<file path="config.mk">
export PLATFORM = sky130hd
export DESIGN_NAME = nfa_back_flat
export DESIGN_NICKNAME = d
export VERILOG_FILES = /design/src/rtl/nfa_pkg.sv /design/src/rtl/nfa_out_if.sv /design/src/rtl/nfa_back.sv /design/src/flat_wrapper.sv
export SDC_FILE = /design/constraint.sdc
export NUM_CORES = 1
export LEC_CHECK = 0
export BUFFER_PORTS_ARGS = -buffer_cell sky130_fd_sc_hd__buf_2
export CAP_MARGIN = 40
export CORE_AREA = 2 2 122 124
export CTS_CLUSTER_DIAMETER = 80
export DETAILED_ROUTE_END_ITERATION = 6
export DIE_AREA = 0 0 124 126
export PLACE_DENSITY_LB_ADDON = 0.15
export SKIP_CTS_REPAIR_TIMING = 1
export SKIP_LAST_GASP = 1
export SLEW_MARGIN = 10
export SYNTH_ARGS = -nofsm -noshare
export SYNTH_HDL_FRONTEND = slang
export SYNTH_SLANG_ARGS = --single-unit
</file>
<file path="constraint.sdc">
create_clock -name clk -period 7.65 [get_ports clk]
set_clock_uncertainty 0.1 [all_clocks]
set_input_delay 0 -clock clk [delete_from_list [all_inputs] [get_ports clk]]
set_output_delay 0 -clock clk [all_outputs]
set_load 0.005 [all_outputs]
</file>
<file path="src/rtl/nfa_pkg.sv">
// Shared constants, types and a helper function for the NFA acceptance checker.
`timescale 1ns / 1ps

package nfa_pkg;

    // Automaton size
    localparam int NUM_STATES  = 8;
    localparam int NUM_SYMBOLS = 4;

    // Fixed field widths of the register map and the item payloads
    localparam int MAX_STATES  = 8;
    localparam int MAX_SYMBOLS = 4;
    localparam int CHAR_W      = 8;
    localparam int SET_W       = 8;
    localparam int IDX_W       = 3;
    localparam int SIZE_W      = 3;
    localparam int CFG_IDX_W   = 3;
    localparam int CFG_DATA_W  = 64;

    // Front-to-back queue
    localparam int QUEUE_DEPTH = 2;
    localparam int QPTR_W      = (QUEUE_DEPTH > 1) ? $clog2(QUEUE_DEPTH) : 1;
    localparam int QCNT_W      = $clog2(QUEUE_DEPTH + 1);

    // Bits of a set that name real states
    localparam logic [SET_W-1:0] STATE_MASK = SET_W'((1 << NUM_STATES) - 1);

    // Register map
    typedef enum logic [CFG_IDX_W-1:0] {
        REG_NEXT_SETS0,
        REG_NEXT_SETS1,
        REG_NEXT_SETS2,
        REG_NEXT_SETS3,
        REG_ALPHABET_CHARS,
        REG_ALPHABET_SIZE,
        REG_START_INDEX,
        REG_FINAL_INDEX
    } cfg_reg_t;

    // Configuration state
    typedef struct packed {
        logic [MAX_SYMBOLS-1:0][MAX_STATES-1:0][SET_W-1:0] next_sets;
        logic [MAX_SYMBOLS-1:0][CHAR_W-1:0]                alphabet_chars;
        logic [SIZE_W-1:0]                                 alphabet_size;
        logic [IDX_W-1:0]                                  start_index;
        logic [IDX_W-1:0]                                  final_index;
    } cfg_t;

    // Classified item passed from front to back
    typedef struct packed {
        logic [NUM_SYMBOLS-1:0] match;
        logic                   is_first;
        logic                   no_symbol;
    } q_entry_t;

    // One-hot set for a state index; out-of-range index gives the empty set
    function automatic logic [SET_W-1:0] one_hot(input logic [IDX_W-1:0] idx);
        logic [SET_W-1:0] res;
        res = '0;
        if (int'(idx) < NUM_STATES)
        begin
            res = SET_W'(1) << idx;
        end
        return res;
    endfunction

endpackage

</file>
<file path="src/rtl/nfa_out_if.sv">
// Output channel: one result beat per input beat.
`timescale 1ns / 1ps

interface nfa_out_if;
    logic                      valid;
    logic                      ready;
    logic [nfa_pkg::SET_W-1:0] active_set;
    logic                      accepted;
    logic                      dead;

    modport source (output valid, output active_set, output accepted, output dead,
                    input ready);
    modport sink   (input valid, input active_set, input accepted, input dead,
                    output ready);
endinterface

</file>
<file path="src/rtl/nfa_back.sv">
// Back end: advances the active state set and holds the result register.
`timescale 1ns / 1ps

module nfa_back (
    input  logic              clk,
    input  logic              rst_n,
    input  nfa_pkg::cfg_t     cfg,
    input  logic              pop_valid,
    output logic              pop_ready,
    input  nfa_pkg::q_entry_t pop_entry,
    nfa_out_if.source         out_ch
);
    import nfa_pkg::*;

    logic [SET_W-1:0] set_reg, set_next;
    logic             valid_reg, valid_next;
    logic [SET_W-1:0] active_set_reg;
    logic             accepted_reg;
    logic             dead_reg;
    logic [SET_W-1:0] seed;
    logic [SET_W-1:0] step_set;
    logic             pop;

    // Take a new item when the result slot is free or being drained
    assign pop_ready = !valid_reg || out_ch.ready;
    assign pop       = pop_valid && pop_ready;

    // Seed, then OR the masks of every active state under every matching entry; with no symbol the seed passes through
    always_comb
    begin
        seed     = pop_entry.is_first ? one_hot(cfg.start_index) : (set_reg & STATE_MASK);
        step_set = '0;
        for (int j = 0; j < NUM_SYMBOLS; j++)
        begin
            for (int s = 0; s < NUM_STATES; s++)
            begin
                if (pop_entry.match[j] && seed[s])
                begin
                    step_set = step_set | cfg.next_sets[j][s];
                end
            end
        end
        set_next = pop_entry.no_symbol ? seed : (step_set & STATE_MASK);
    end

    // Result slot occupancy
    always_comb
    begin
        valid_next = valid_reg;
        if (pop)
        begin
            valid_next = 1'b1;
        end
        else if (out_ch.ready)
        begin
            valid_next = 1'b0;
        end
    end

    always_ff @(posedge clk or negedge rst_n)
    begin
        if (!rst_n)
        begin
            set_reg   <= '0;
            valid_reg <= 1'b0;
        end
        else
        begin
            valid_reg <= valid_next;
            if (pop)
            begin
                set_reg <= set_next;
            end
        end
    end

    // Result payload
    always_ff @(posedge clk)
    begin
        if (pop)
        begin
            active_set_reg <= set_next;
            accepted_reg   <= (set_next & one_hot(cfg.final_index)) != '0;
            dead_reg       <= (set_next == '0);
        end
    end

    assign out_ch.valid      = valid_reg;
    assign out_ch.active_set = active_set_reg;
    assign out_ch.accepted   = accepted_reg;
    assign out_ch.dead       = dead_reg;

endmodule

</file>
<file path="src/flat_wrapper.sv">
// flat-port wrapper written by rule: the top's interface ports become plain ports
module nfa_back_flat import nfa_pkg::*;
  (clk, rst_n, cfg, pop_valid, pop_ready, pop_entry, out_ch_valid, out_ch_active_set, out_ch_accepted, out_ch_dead, out_ch_ready);
  nfa_out_if out_ch_i ();
  input  logic clk;
  input  logic rst_n;
  input  nfa_pkg::cfg_t cfg;
  input  logic pop_valid;
  output logic pop_ready;
  input  nfa_pkg::q_entry_t pop_entry;
  output wire logic [$bits(out_ch_i.valid)-1:0] out_ch_valid;
  output wire logic [$bits(out_ch_i.active_set)-1:0] out_ch_active_set;
  output wire logic [$bits(out_ch_i.accepted)-1:0] out_ch_accepted;
  output wire logic [$bits(out_ch_i.dead)-1:0] out_ch_dead;
  input wire logic [$bits(out_ch_i.ready)-1:0] out_ch_ready;
  assign out_ch_valid = out_ch_i.valid;
  assign out_ch_active_set = out_ch_i.active_set;
  assign out_ch_accepted = out_ch_i.accepted;
  assign out_ch_dead = out_ch_i.dead;
  assign out_ch_i.ready = out_ch_ready;
  nfa_back u_core (.clk(clk), .rst_n(rst_n), .cfg(cfg), .pop_valid(pop_valid), .pop_ready(pop_ready), .pop_entry(pop_entry), .out_ch(out_ch_i));
endmodule
</file>
==> flow_summary.toml <==
[worst_setup_path]
required_ns = 7.63
critPathArrivalTime_ns = 3.42
cp-start-kind = "flip-flop"
path_max_fanout = 7
path_class = "flip-flop to flip-flop"
crit_path_end_kind = "flip-flop"
ff2ff_path_depth = 8

[floorplan]
chipWidth_um = 124
dieArea_um2 = 15600
fp.dieH_um = 126
coreArea_um2 = 14300
start_util_pct = 21.3
core.rowCount = 44
ios = 319

[placement]
placed_cells = 840
dp_hpwl_um = 16500
numPortBuffers = 283
place_congestion = 0.908

[detailed_routing]
drt_iter0_markers = 442
drt_pre_antenna_iters = 5
routedWlPerCell_um = 24.4
route.detailed.drc = 0
postRouteWirelength_um = 20700
detail-route-antenna-nets = 0
vias_per_cell = 5.77
vias = 4897

[clock_tree]
insertion_delay_ns = 0.25
root_buffer = "clkbuf_16"
cts.sinks = 19
cts_tree = "yes"
cts.htree.levels = 1
cts_buffers = 3
cts_buffer_depth = 2
cts.clk_slew.worst_paths_ns = 0.06

[synthesis]
ys_seq_area_share_pct = 17.3
ys_ff_latch = 19
syn_avg_cell_area_um2 = 7.63
async_reset_ff_share_pct = 47.4
synth_compound_area_share_pct = 51.8
synth_mux_area_share_pct = 2.59
synth_top_family_by_area = "compound AO/OA/AOI/OAI gates"
synthAdderAreaFrac_pct = 0
postSynthCellCount = 399
synth-simple-area-share_pct = 22.2
synth_cell_type_count = 55
synthFlopType = "edfxtp_1"
syn_area_um2 = 3040
synth_nets = 706
synthXorXnorAreaFrac_pct = 0
yosys_warnings = 0
synth_edf_count = 10

[sta]
tightest_slew_ns = 0.810
fin_crit_sh_pct = 45.0
maxSlewHeadroom_pct = 44.6
drv_slew = 0
finalHoldViolations = 0
rsz0062_at_grt = "no"
setup_violations = 0
post-route-min-period_ns = 3.45
fin_tns_setup_ns = 0
fmax_mhz = 290

[global_routing]
grt.total_usage_pct = 25.6
grt_max_degree = 48
first_global_vias = 4962
antenna_found_initial = 3
grt_first_pass_wirelength_um = 29800
grt_overflow = 0

[power]
max-vdd-ir-drop_v = 0.0000643
power_leakage_nw = 2.15
p_per_area_nw_per_um2 = 127

[status]
outcome = "completed"

[finish]
syn_to_final_growth_pct = 55.7
drive_above_1_share_pct = 46.5
stdcell_count = 848
nets = 971

[min_path]
hold_path_class = "input pin to asynchronous set/reset pin"

[run]
maxCapViolCount = 0
-- where the power goes --
| group | internal, mW | switching [mW] | leakage [nW] |
|---|---|---|---|
| logic | 0.147 | 0.213 | 1.92 |
| clock network | 0.0700 | 0.0361 | 0.0409 |
| registers | 0.126 | 0.00778 | 0.193 |
-- area by class of cell --
type | count | area (µm²)
antenna | 1 | 2.50
clock buffer | 3 | 75.1
clock inverter | 1 | 5.00
fill | 1604 | 9570
inverter | 9 | 33.8
multi-input combinational | 335 | 2330
sequential | 19 | 526
tap | 184 | 230
timing repair buffer | 296 | 1540
-- kinds of logic (layout without fill, tap and decap cells) --
logic type	after synthesis	after routing
AOI/OAI and AO/OA	215	215
and+or+nand+nor	113	113
buffers and inverters	45	309
DFF	19	19
muxes	7	7
other	0	1
-- layer usage --
layer,vias to the layer above,global-route usage (%),part of all wire (%)
li1,2237,-,-
met1,2334,33.0,41
met2,287,45.5,49
met3,37,3.17,7.5
met4,2,5.35,2.1
met5,-,0,0.063
-- Yosys cell counts (all sizes together) (4+ instances only) --
cell type  number  area, µm²
o22ai          14       87.6
a21oi          27        135
a22oi          39        293
o2111ai         4       35.0
a2111oi         9       78.8
and3            7       43.8
nand4           9       56.3
a222oi          8       80.1
mux2            7       78.8
and4            5       43.8
dfrtp           9        225
nand2          28        105
nand3          12       60.1
o211ai         12       90.1
nor2           10       40.0
a22o           25        219
inv             9       33.8
o21ai          33        165
nor2b           7       43.8
a32oi          18        158
buf            12       65.1
a221oi          7       61.3
edfxtp         10        300
clkbuf         24       90.1
nand2b          9       56.3
-- critical path, cell delays in order (launching register included) --
cell and delay, ns:
dfrtp_1 0.38, nor2b_1 0.20, nor2_1 0.37, buf_4 0.25, o2111ai_1 0.13, a2111oi_0 0.73, a22oi_1 0.31, or4_1 0.58
nor4b_2 0.21
-- path summary, 6_finish.rpt --
| path | start | to | slack (ns) |
|---|---|---|---|
| max | u_core.set_reg[1] | u_core.out_ch.dead | 4.20 |
| min | rst_n | u_core.out_ch.valid | 0.03 |
| max reg2reg | u_core.set_reg[1] | u_core.out_ch.dead | 4.20 |
| min reg2reg | u_core.set_reg[5] | u_core.set_reg[5] | 0.39 |
| max in group asynchronous | rst_n | u_core.set_reg[3] | 7.23 |
| min in group clk | out_ch_ready | u_core.set_reg[5] | 0.15 |
-- through the flow --
step | instance area (µm²) | hold slack [ns] | power [mW] | setup slack [ns] | util [%]
global placement | 4590 | -0.234 | 0.484 | 3.99 | 32.1
floorplan | 3040 | -0.396 | 0.314 | 4.87 | -
detailed placement | 4630 | -0.230 | 0.489 | 4.25 | 32.3
CTS | 4710 | -0.501 | 0.598 | 4.25 | 32.9
finish | 4740 | 0.0313 | 0.600 | 4.20 | 33.1
global route | 4740 | 0.0591 | 0.636 | 3.87 | 33.1
-- placed cells by master, fill, tap and decap left out, types with 9 or more instances in the layout --
cell type  instances
buf_2            283
a22oi_1           39
o21ai_0           33
nand2_1           28
a21oi_1           27
a22o_1            25
a32oi_1           18
o22ai_1           14
nand3_1           12
o211ai_1          12
edfxtp_1          10
nand2b_1           9
nand4_1            9
nor2_1             9
a2111oi_0          9
dfrtp_1            9
Power figures use the tool's default switching activity.
